==> config.mk <==
export PLATFORM = sky130hd
export DESIGN_NAME = gif_block_structure_walker
export DESIGN_NICKNAME = d
export VERILOG_FILES = /design/src/rtl/gbsw_pkg.sv /design/src/rtl/gif_block_structure_walker.sv
export VERILOG_INCLUDE_DIRS = /design/src /design/src/rtl
export SDC_FILE = /design/constraint.sdc
export NUM_CORES = 1
export LEC_CHECK = 0
export BUFFER_PORTS_ARGS = -buffer_cell sky130_fd_sc_hd__buf_2
export CORE_ASPECT_RATIO = 0.8
export CORE_MARGIN = 2
export CORE_UTILIZATION = 45
export CTS_BUF_LIST = sky130_fd_sc_hd__clkbuf_8
export DETAILED_ROUTE_END_ITERATION = 10
export HOLD_SLACK_MARGIN = 0.03
export PLACE_DENSITY = 0.61
export SYNTH_ARGS = -nofsm -noshare
export SYNTH_HDL_FRONTEND = slang
export SYNTH_SLANG_ARGS = --single-unit
==> constraint.sdc <==
create_clock -name aclk -period 6.7 [get_ports aclk]
set_input_delay 1.675 -clock aclk [delete_from_list [all_inputs] [get_ports aclk]]
set_output_delay 1.675 -clock aclk [all_outputs]
set_load 0.01 [all_outputs]
==> src/rtl/gif_block_structure_walker_defines.svh <==
// Assertion helpers shared by the walker RTL.
`ifndef GIF_BLOCK_STRUCTURE_WALKER_DEFINES_SVH
`define GIF_BLOCK_STRUCTURE_WALKER_DEFINES_SVH

// Same-cycle implication, off while reset is held.
`define GBSW_ASSERT_IMPL(label, clk, rstn, ante, cons) \
    label: assert property (@(posedge clk) disable iff (!rstn) (ante) |-> (cons)) \
        else $error("gbsw assertion failed");

// Next-cycle implication, off while reset is held.
`define GBSW_ASSERT_NEXT(label, clk, rstn, ante, cons) \
    label: assert property (@(posedge clk) disable iff (!rstn) (ante) |=> (cons)) \
        else $error("gbsw assertion failed");

`endif

==> src/rtl/gbsw_pkg.sv <==
package gbsw_pkg;

    typedef enum logic [3:0] {
        PH_SIG      = 4'd0,
        PH_HDR      = 4'd1,
        PH_BLOCK    = 4'd2,
        PH_IMGHEAD  = 4'd3,
        PH_CODESIZE = 4'd4,
        PH_SUB      = 4'd5,
        PH_EXTHEAD  = 4'd6
    } phase_t;

    typedef enum logic [1:0] {
        VERDICT_INVALID    = 2'd0,
        VERDICT_COMPLETE   = 2'd1,
        VERDICT_INCOMPLETE = 2'd2
    } verdict_t;

    typedef struct packed {
        logic [7:0] data_byte;
        logic       last_byte;
    } gbsw_in_t;

    typedef struct packed {
        verdict_t    verdict;
        logic [31:0] parsed_length;
    } gbsw_out_t;

    localparam logic [7:0] BYTE_TRAILER = 8'h3B;
    localparam logic [7:0] BYTE_IMAGE   = 8'h2C;
    localparam logic [7:0] BYTE_EXT     = 8'h21;

    // Header layout positions.
    localparam int SIG_LAST_POS = 5;
    localparam int PACKED_POS   = 10;
    localparam int HDR_LAST_POS = 12;
    localparam int SCREEN_END   = 13;
    localparam int MIN_FILE_LEN = 13;

    // Addends applied on top of position + 1.
    localparam logic [9:0] IMAGE_DESC_ADD = 10'd8;
    localparam logic [9:0] EXT_HEAD_ADD   = 10'd1;

    // Signature byte at index idx; v89 picks the 89a variant.
    function automatic logic [7:0] sig_char(input logic [2:0] idx, input logic v89);
        logic [7:0] c;
        begin
            case (idx)
                3'd0: c = 8'h47;
                3'd1: c = 8'h49;
                3'd2: c = 8'h46;
                3'd3: c = 8'h38;
                3'd4: c = v89 ? 8'h39 : 8'h37;
                3'd5: c = 8'h61;
                default: c = 8'h00;
            endcase
            return c;
        end
    endfunction

    // Size in bytes of a color table announced by a packed field.
    function automatic logic [9:0] table_bytes(input logic [7:0] packed_field);
        logic [3:0] shamt;
        begin
            shamt = {1'b0, packed_field[2:0]} + 4'd1;
            return packed_field[7] ? (10'd3 << shamt) : 10'd0;
        end
    endfunction

endpackage

==> src/rtl/gif_block_structure_walker.sv <==
// GIF block-structure walker.
// Input channel s_valid/s_ready/s_data carries one file byte per transaction,
// with last_byte set on the final byte of a file. The walker checks the
// signature, skips the screen descriptor and color tables, and follows image
// descriptors, extensions and sub-blocks. Each file yields exactly one
// transaction on m_valid/m_ready/m_data: invalid, complete (trailer seen) or
// incomplete, with the offset the walk reached. Bytes after the verdict, up
// to the last one, are consumed silently.
// Throughput: one byte per cycle while the result side does not stall. Each
// byte waits in the input register, where a single compare-and-add pass
// updates the walk state and loads the result register as the byte leaves
// it; a result is visible in the result register and is taken from there.
// The walk state is registered and feeds back into that pass.
// A stalled m_ready holds the result register; the input register then
// fills and s_ready drops until the result is taken.
// Synchronous active-low reset empties both registers and restarts the walk
// at the signature; the walk also restarts after every last byte.
module gif_block_structure_walker
    import gbsw_pkg::*;
#(
    parameter int OFFSET_WIDTH = 32
) (
    input  logic      aclk,
    input  logic      aresetn,
    input  logic      s_valid,
    output logic      s_ready,
    input  gbsw_in_t  s_data,
    output logic      m_valid,
    input  logic      m_ready,
    output gbsw_out_t m_data
);

`include "gif_block_structure_walker_defines.svh"

    localparam int OW = OFFSET_WIDTH;
    localparam logic [OW-1:0] OFS_MAX = '1;

    logic            in_valid_reg, in_valid_next;
    gbsw_in_t        in_data_reg, in_data_next;
    logic            out_valid_reg, out_valid_next;
    gbsw_out_t       out_data_reg, out_data_next;

    phase_t          phase_reg, phase_next;
    logic [OW-1:0]   pos_reg, pos_next;
    logic [OW-1:0]   offset_reg, offset_next;
    logic [OW-1:0]   start_reg, start_next;
    logic [1:0]      sigm_reg, sigm_next;
    logic            given_reg, given_next;

    phase_t          phase_walk;
    logic [OW-1:0]   offset_walk;
    logic [OW-1:0]   start_walk;
    logic [1:0]      sigm_walk;

    logic            fire;
    logic [7:0]      b;
    logic            last;
    logic            live;
    logic            hit;
    logic [1:0]      sigm_upd;
    logic [9:0]      tb;
    logic [9:0]      addend;
    logic [OW:0]     step_sum;
    logic [OW-1:0]   step_sat;
    logic [OW:0]     end_sum;
    logic [OW-1:0]   end_sat;
    logic [OW-1:0]   pos_inc;

    logic            res_valid;
    verdict_t        res_verdict;
    logic [OW-1:0]   res_len;
    logic [63:0]     res_len64;

    assign fire = in_valid_reg && (!out_valid_reg || m_ready);
    assign s_ready = !in_valid_reg || fire;
    assign m_valid = out_valid_reg;
    assign m_data = out_data_reg;

    assign b = in_data_reg.data_byte;
    assign last = in_data_reg.last_byte;
    assign live = !given_reg && (pos_reg != OFS_MAX);
    assign hit = (pos_reg == offset_reg);
    assign tb = table_bytes(b);
    assign sigm_upd = sigm_reg & {b == sig_char(pos_reg[2:0], 1'b1),
                                  b == sig_char(pos_reg[2:0], 1'b0)};
    assign pos_inc = (pos_reg == OFS_MAX) ? pos_reg : pos_reg + OW'(1);

    // Shared skip adder: position + 1 + addend, saturating.
    always_comb begin
        case (phase_reg)
            PH_BLOCK:    addend = (b == BYTE_IMAGE) ? IMAGE_DESC_ADD : EXT_HEAD_ADD;
            PH_IMGHEAD:  addend = tb;
            PH_SUB:      addend = {2'b00, b};
            default:     addend = 10'd0;
        endcase
    end

    assign step_sum = {1'b0, pos_reg} + (OW + 1)'(addend) + (OW + 1)'(1);
    assign step_sat = step_sum[OW] ? OFS_MAX : step_sum[OW-1:0];
    assign end_sum = {1'b0, offset_walk} + (OW + 1)'(1);
    assign end_sat = end_sum[OW] ? OFS_MAX : end_sum[OW-1:0];

    // Walk state update for the byte in the input register.
    always_comb begin
        phase_walk  = phase_reg;
        offset_walk = offset_reg;
        start_walk  = start_reg;
        sigm_walk   = sigm_reg;
        if (live) begin
            case (phase_reg)
                PH_SIG: begin
                    sigm_walk = sigm_upd;
                    if (sigm_upd != 2'b00 && pos_reg >= OW'(SIG_LAST_POS)) begin
                        phase_walk = PH_HDR;
                    end
                end
                PH_HDR: begin
                    if (pos_reg == OW'(PACKED_POS)) begin
                        offset_walk = OW'(SCREEN_END) + OW'(tb);
                    end
                    if (pos_reg >= OW'(HDR_LAST_POS)) begin
                        phase_walk = PH_BLOCK;
                    end
                end
                PH_EXTHEAD: begin
                    phase_walk = PH_SUB;
                end
                PH_BLOCK: begin
                    if (hit && (b == BYTE_IMAGE || b == BYTE_EXT)) begin
                        start_walk  = pos_reg;
                        offset_walk = step_sat;
                        phase_walk  = (b == BYTE_IMAGE) ? PH_IMGHEAD : PH_EXTHEAD;
                    end
                end
                PH_IMGHEAD: begin
                    if (hit) begin
                        offset_walk = step_sat;
                        phase_walk  = PH_CODESIZE;
                    end
                end
                PH_CODESIZE: begin
                    if (hit) begin
                        offset_walk = step_sat;
                        phase_walk  = PH_SUB;
                    end
                end
                PH_SUB: begin
                    if (hit) begin
                        offset_walk = step_sat;
                        if (b == 8'h00) begin
                            phase_walk = PH_BLOCK;
                        end
                    end
                end
                default: begin
                    phase_walk = phase_reg;
                end
            endcase
        end
    end

    // Next state: restart after the last byte, else take the walk update.
    always_comb begin
        phase_next  = phase_reg;
        pos_next    = pos_reg;
        offset_next = offset_reg;
        start_next  = start_reg;
        sigm_next   = sigm_reg;
        given_next  = given_reg;
        if (fire) begin
            if (last) begin
                phase_next  = PH_SIG;
                pos_next    = '0;
                offset_next = '0;
                start_next  = '0;
                sigm_next   = 2'b11;
                given_next  = 1'b0;
            end else begin
                phase_next  = phase_walk;
                pos_next    = pos_inc;
                offset_next = offset_walk;
                start_next  = start_walk;
                sigm_next   = sigm_walk;
                given_next  = given_reg || res_valid;
            end
        end
    end

    // Result for the byte in the input register.
    always_comb begin
        res_valid   = 1'b0;
        res_verdict = VERDICT_INCOMPLETE;
        res_len     = '0;
        if (live && phase_reg == PH_SIG && sigm_upd == 2'b00) begin
            res_valid   = 1'b1;
            res_verdict = VERDICT_INVALID;
        end else if (live && phase_reg == PH_BLOCK && hit && b != BYTE_IMAGE
                     && b != BYTE_EXT) begin
            res_valid = 1'b1;
            if (b == BYTE_TRAILER) begin
                res_verdict = VERDICT_COMPLETE;
                res_len     = pos_reg + OW'(1);
            end else begin
                res_len = pos_reg;
            end
        end else if (last && !given_reg) begin
            res_valid = 1'b1;
            if (pos_reg < OW'(MIN_FILE_LEN)) begin
                res_verdict = VERDICT_INVALID;
            end else if (phase_walk == PH_IMGHEAD || phase_walk == PH_EXTHEAD) begin
                res_len = start_walk;
            end else if (phase_walk == PH_SUB) begin
                res_len = end_sat;
            end else begin
                res_len = offset_walk;
            end
        end
    end

    assign res_len64 = 64'(res_len);

    // Input and result registers.
    always_comb begin
        in_valid_next  = in_valid_reg;
        in_data_next   = in_data_reg;
        out_valid_next = out_valid_reg;
        out_data_next  = out_data_reg;
        if (s_valid && s_ready) begin
            in_valid_next = 1'b1;
            in_data_next  = s_data;
        end else if (fire) begin
            in_valid_next = 1'b0;
        end
        if (fire) begin
            out_valid_next = res_valid;
            out_data_next.verdict = res_verdict;
            out_data_next.parsed_length = (res_len64[63:32] != 32'd0) ? 32'hFFFF_FFFF
                                                                    : res_len64[31:0];
        end else if (out_valid_reg && m_ready) begin
            out_valid_next = 1'b0;
        end
    end

    always_ff @(posedge aclk) begin
        if (!aresetn) begin
            in_valid_reg  <= 1'b0;
            out_valid_reg <= 1'b0;
            phase_reg     <= PH_SIG;
            pos_reg       <= '0;
            offset_reg    <= '0;
            start_reg     <= '0;
            sigm_reg      <= 2'b11;
            given_reg     <= 1'b0;
        end else begin
            in_valid_reg  <= in_valid_next;
            out_valid_reg <= out_valid_next;
            phase_reg     <= phase_next;
            pos_reg       <= pos_next;
            offset_reg    <= offset_next;
            start_reg     <= start_next;
            sigm_reg      <= sigm_next;
            given_reg     <= given_next;
        end
    end

    always_ff @(posedge aclk) begin
        in_data_reg  <= in_data_next;
        out_data_reg <= out_data_next;
    end

    `GBSW_ASSERT_IMPL(a_invalid_zero_len, aclk, aresetn,
        m_valid && m_data.verdict == VERDICT_INVALID, m_data.parsed_length == 32'd0)
    `GBSW_ASSERT_IMPL(a_one_verdict, aclk, aresetn, fire && res_valid, !given_reg)
    `GBSW_ASSERT_NEXT(a_restart, aclk, aresetn, fire && last,
        phase_reg == PH_SIG && pos_reg == '0 && !given_reg)
    `GBSW_ASSERT_NEXT(a_result_held, aclk, aresetn, m_valid && !m_ready,
        m_valid && $stable(out_data_reg))

endmodule

==> metrics.md <==
| Metric | Value |
|---|---|
| Flop2flop setup slack | 0.44 ns |
| Total CTS buffers | 17 |
| Status | finished, final reports clean |
| Final #Nets | 1514 |
| PwrDens | 138.9 nW/um^2 |
| Relative slew margins | 27.61% |
| Crit Path Category | flop to flop |
| Hold Crit Endpoint | sigm_reg[0] |
| CTS root buf | clkbuf_8 |
| Final Skew | 0.02793 ns |
| EDFF count, synth | 43 |
| All-Layer GR Usage | 34.76% |
| FF/Latch Area | 3393 um^2 |
| CP max FO | 24 |
| Power Internal | 1.231 mW |
| Hold Startpoint | sigm_reg[0] |
| Syn_area_per_cell | 7.773 um^2 |
| Top cell type's share of synthesized area | 18.02% |
| Post-Layout Inst Area | 12420 um^2 |
| Post-synth cell types | 95 |
| DRC Markers | 0 |
| Peak supply drop | 121.6 uV |
| I/O pin count | 49 |
| #FFs+latches synth | 148 |
| Fillers | 2578 |
| Final Worst Setup Slack | 0.4447 ns |
| Min Tclk post-route | 6.255 ns |
| Area occupied by multi-input gates | 7707 um^2 |
| Die Span X | 184.0 um |
| Crit path required time | 7.02 ns |
| Element type at the critical path end | flop |
| Clk slew on worst S/H paths | 0.09 ns |
| Vias in the first global route | 10818 |
| Worst hold margin | 0.4874 ns |
| Most frequent cell after synthesis | nand2_1 |
| Gate power share | 8.2% |
| Post-synthesis sequential area ratio | 29.08% |
| R2R cell count | 24 |
| Buffers on Ports | 48 |
| CTS Buffer Depth | 2 |
| Layout cell share with drive strength beyond 1 | 10.72% |
| Unrepaired setup endpoints after global routing | no |
| Pre-antenna DRT Iters | 6 |
| Final WL | 47.00 mm |
| R2r endpoint | m_data[19] |
| Critical Path Source | b[1] |
| Max-slew violation count | 0 |
| Worst r2r src | b[1] |
| Detailed Place HPWL | 34.53 mm |
| Fin crit share | 93.36% |
| Post-Synthesis Cells | 1501 |
| Switching share of power | 28.66% |
| CP Launch Type | flop |
| # rows | 52 |
| Area growth, synth to finish | 6.466% |
| Worst Hold Path Cells | 2 |
| Max FFs per register | 34 |
| Dpl ws | 0.5984 ns |
| H-tree depth | 4 |
| Synth area leader | dfxtp_1 |
| Hold crit path type | flop to flop |
| Synthesized Nets | 1536 |
| Clock power frac | 36.8% |
| Setup-failing EPs final | 0 |
| Critical Path AT | 6.57 ns |
| Switching pwr | 0.4945 mW |
| Die height | 148.0 um |
| WL/cell | 25.87 um |
| Post-synth ARST share | 0% |
| DP Area | 12090 um^2 |
| Vias per cell | 6.603 |
| CTS tree | yes |
| RD Place Congestion | 1.004 |
| FMAX | 159.9 MHz |
| Main flop type after synthesis | dfxtp_1 |
| Core area | 25370 um^2 |
| Worst Tran Pin Value | 1.082 ns |
| Grt ovf | 0 |
| Via count | 11998 |
| Leakage power | 4.402 nW |
| Clk Latency, worst-skew pair | 0.48 ns |
| Largest net degree at the start of global routing | 103 |
| Max-cap viol count | 0 |
| Synth area leaders | dfxtp_1 18%, edfxtp_1 11%, nand2_1 5.8% |
| Final hold vios | 0 |
| Initial Util | 45.98% |
| Mapped cell area | 11670 um^2 |
| Clock Sinks | 148 |
| First-pass GRT wire length | 70.51 mm |
| Top cells by count, synth | 179 x nand2_1, 105 x dfxtp_1, 87 x nor2_1 |
| Post-route setup TNS | 0 ns |
| Antenna-violating nets left | 0 |
| Initial antenna violation count | 1 |
| Hold-fix buffers, CTS | 0 |
| Yosys synthesis warning count | 0 |
| Register share of total power | 55.1% |
| DRT iter0 DRCs | 1817 |
| Die area | 27240 um^2 |
==> area by class of cell <==
cell class / instances / area share, %
inverters: 22 / 0.6648
clock buffers: 17 / 1.884
clock inverters: 15 / 0.7756
diodes: 1 / 0.02015
well taps: 324 / 3.264
repair buffers: 81 / 4.029
multi-input cells: 1209 / 62.05
flip-flops and latches: 148 / 27.32
==> worst max-delay path: stages (launching register included) <==
cell      delay [ns]
edfxtp_1        0.59
ha_1            0.37
a21boi_0        0.20
a21o_1          0.21
and3_1          0.22
a221oi_1        0.11
ha_1            0.27
inv_1           0.07
fa_1            0.19
a21oi_1         0.10
or2_2           0.31
a21oi_1         0.52
o21ai_1         0.19
a31oi_1         0.21
a22oi_1         0.11
inv_1           0.11
ha_1            0.15
inv_1           0.04
or3_1           0.36
buf_4           0.17
or4b_1          0.66
o41ai_4         0.39
buf_12          0.24
o311ai_1        0.14
o21ai_1         0.14
==> placed cells by master, fill, tap and decap left out, drive strengths merged, types with 10 or more instances in the layout <==
cell type,instances
a21oi,78
and3,20
nor4,41
nand2b,10
and4,14
ha,21
o21a,11
a21o,14
or3,13
xor2,58
mux2i,21
xnor2,42
o21ai,101
clkbuf,17
and2,33
nor2b,84
nor2,87
nand3,49
nor3,42
buf,81
a22oi,66
nand4,24
or2,14
a31oi,25
o22ai,13
a211oi,18
edfxtp,43
o211ai,11
dfxtp,105
inv,28
nand2,180
==> metal layers <==
layer	global-route usage (%)	vias up	share of wire [%]
met1	53.21	5696	46
met3	13.82	68	15
li1	-	5468	-
met2	44.60	766	38
met5	0	-	0
met4	7.440	0	1.8
==> timing repair <==
action                                 CTS  global route
buffers inserted                         0             0
endpoints found under the hold margin    0             0
setup endpoints to repair                0             4
resized for setup                        0             1
==> worst max-delay path by stage <==
stage               cells after the start         end  slack [ns]
floorplan                              24  m_data[29]        1.42
CTS                                    24  m_data[19]        0.56
global placement                       22  m_data[28]        0.75
global route                           24   m_data[7]        0.01
detailed placement                     24   m_data[3]        0.60
finish                                 24  m_data[19]        0.44
==> power groups by stage <==
stage                     logic (mW)  clock network [mW]  registers [mW]
after global placement         0.138                   0           0.970
final                          0.141               0.635           0.950
after CTS                      0.138               0.647           0.949
after global routing           0.151               0.679           0.952
after floorplan               0.0889                   0           0.965
after detailed placement       0.137                   0           0.970
==> through the flow <==
step	instances	power, mW	utilization, %
floorplan	1501	1.053	-
global placement	1784	1.108	47.63
detailed placement	1784	1.107	47.63
CTS	1816	1.734	48.93
global route	1816	1.782	48.94
finish	1817	1.726	48.95
==> kinds of logic after synthesis <==
group	after synthesis	share of synthesized area, %
simple gates	640	29.03
flops	148	29.08
xor+xnor	100	7.507
compound gates	424	24.83
mux	23	1.995
fa+ha+maj	22	2.424
buf+inv	144	5.137
Note: power is estimated with default switching activity, not from simulation.
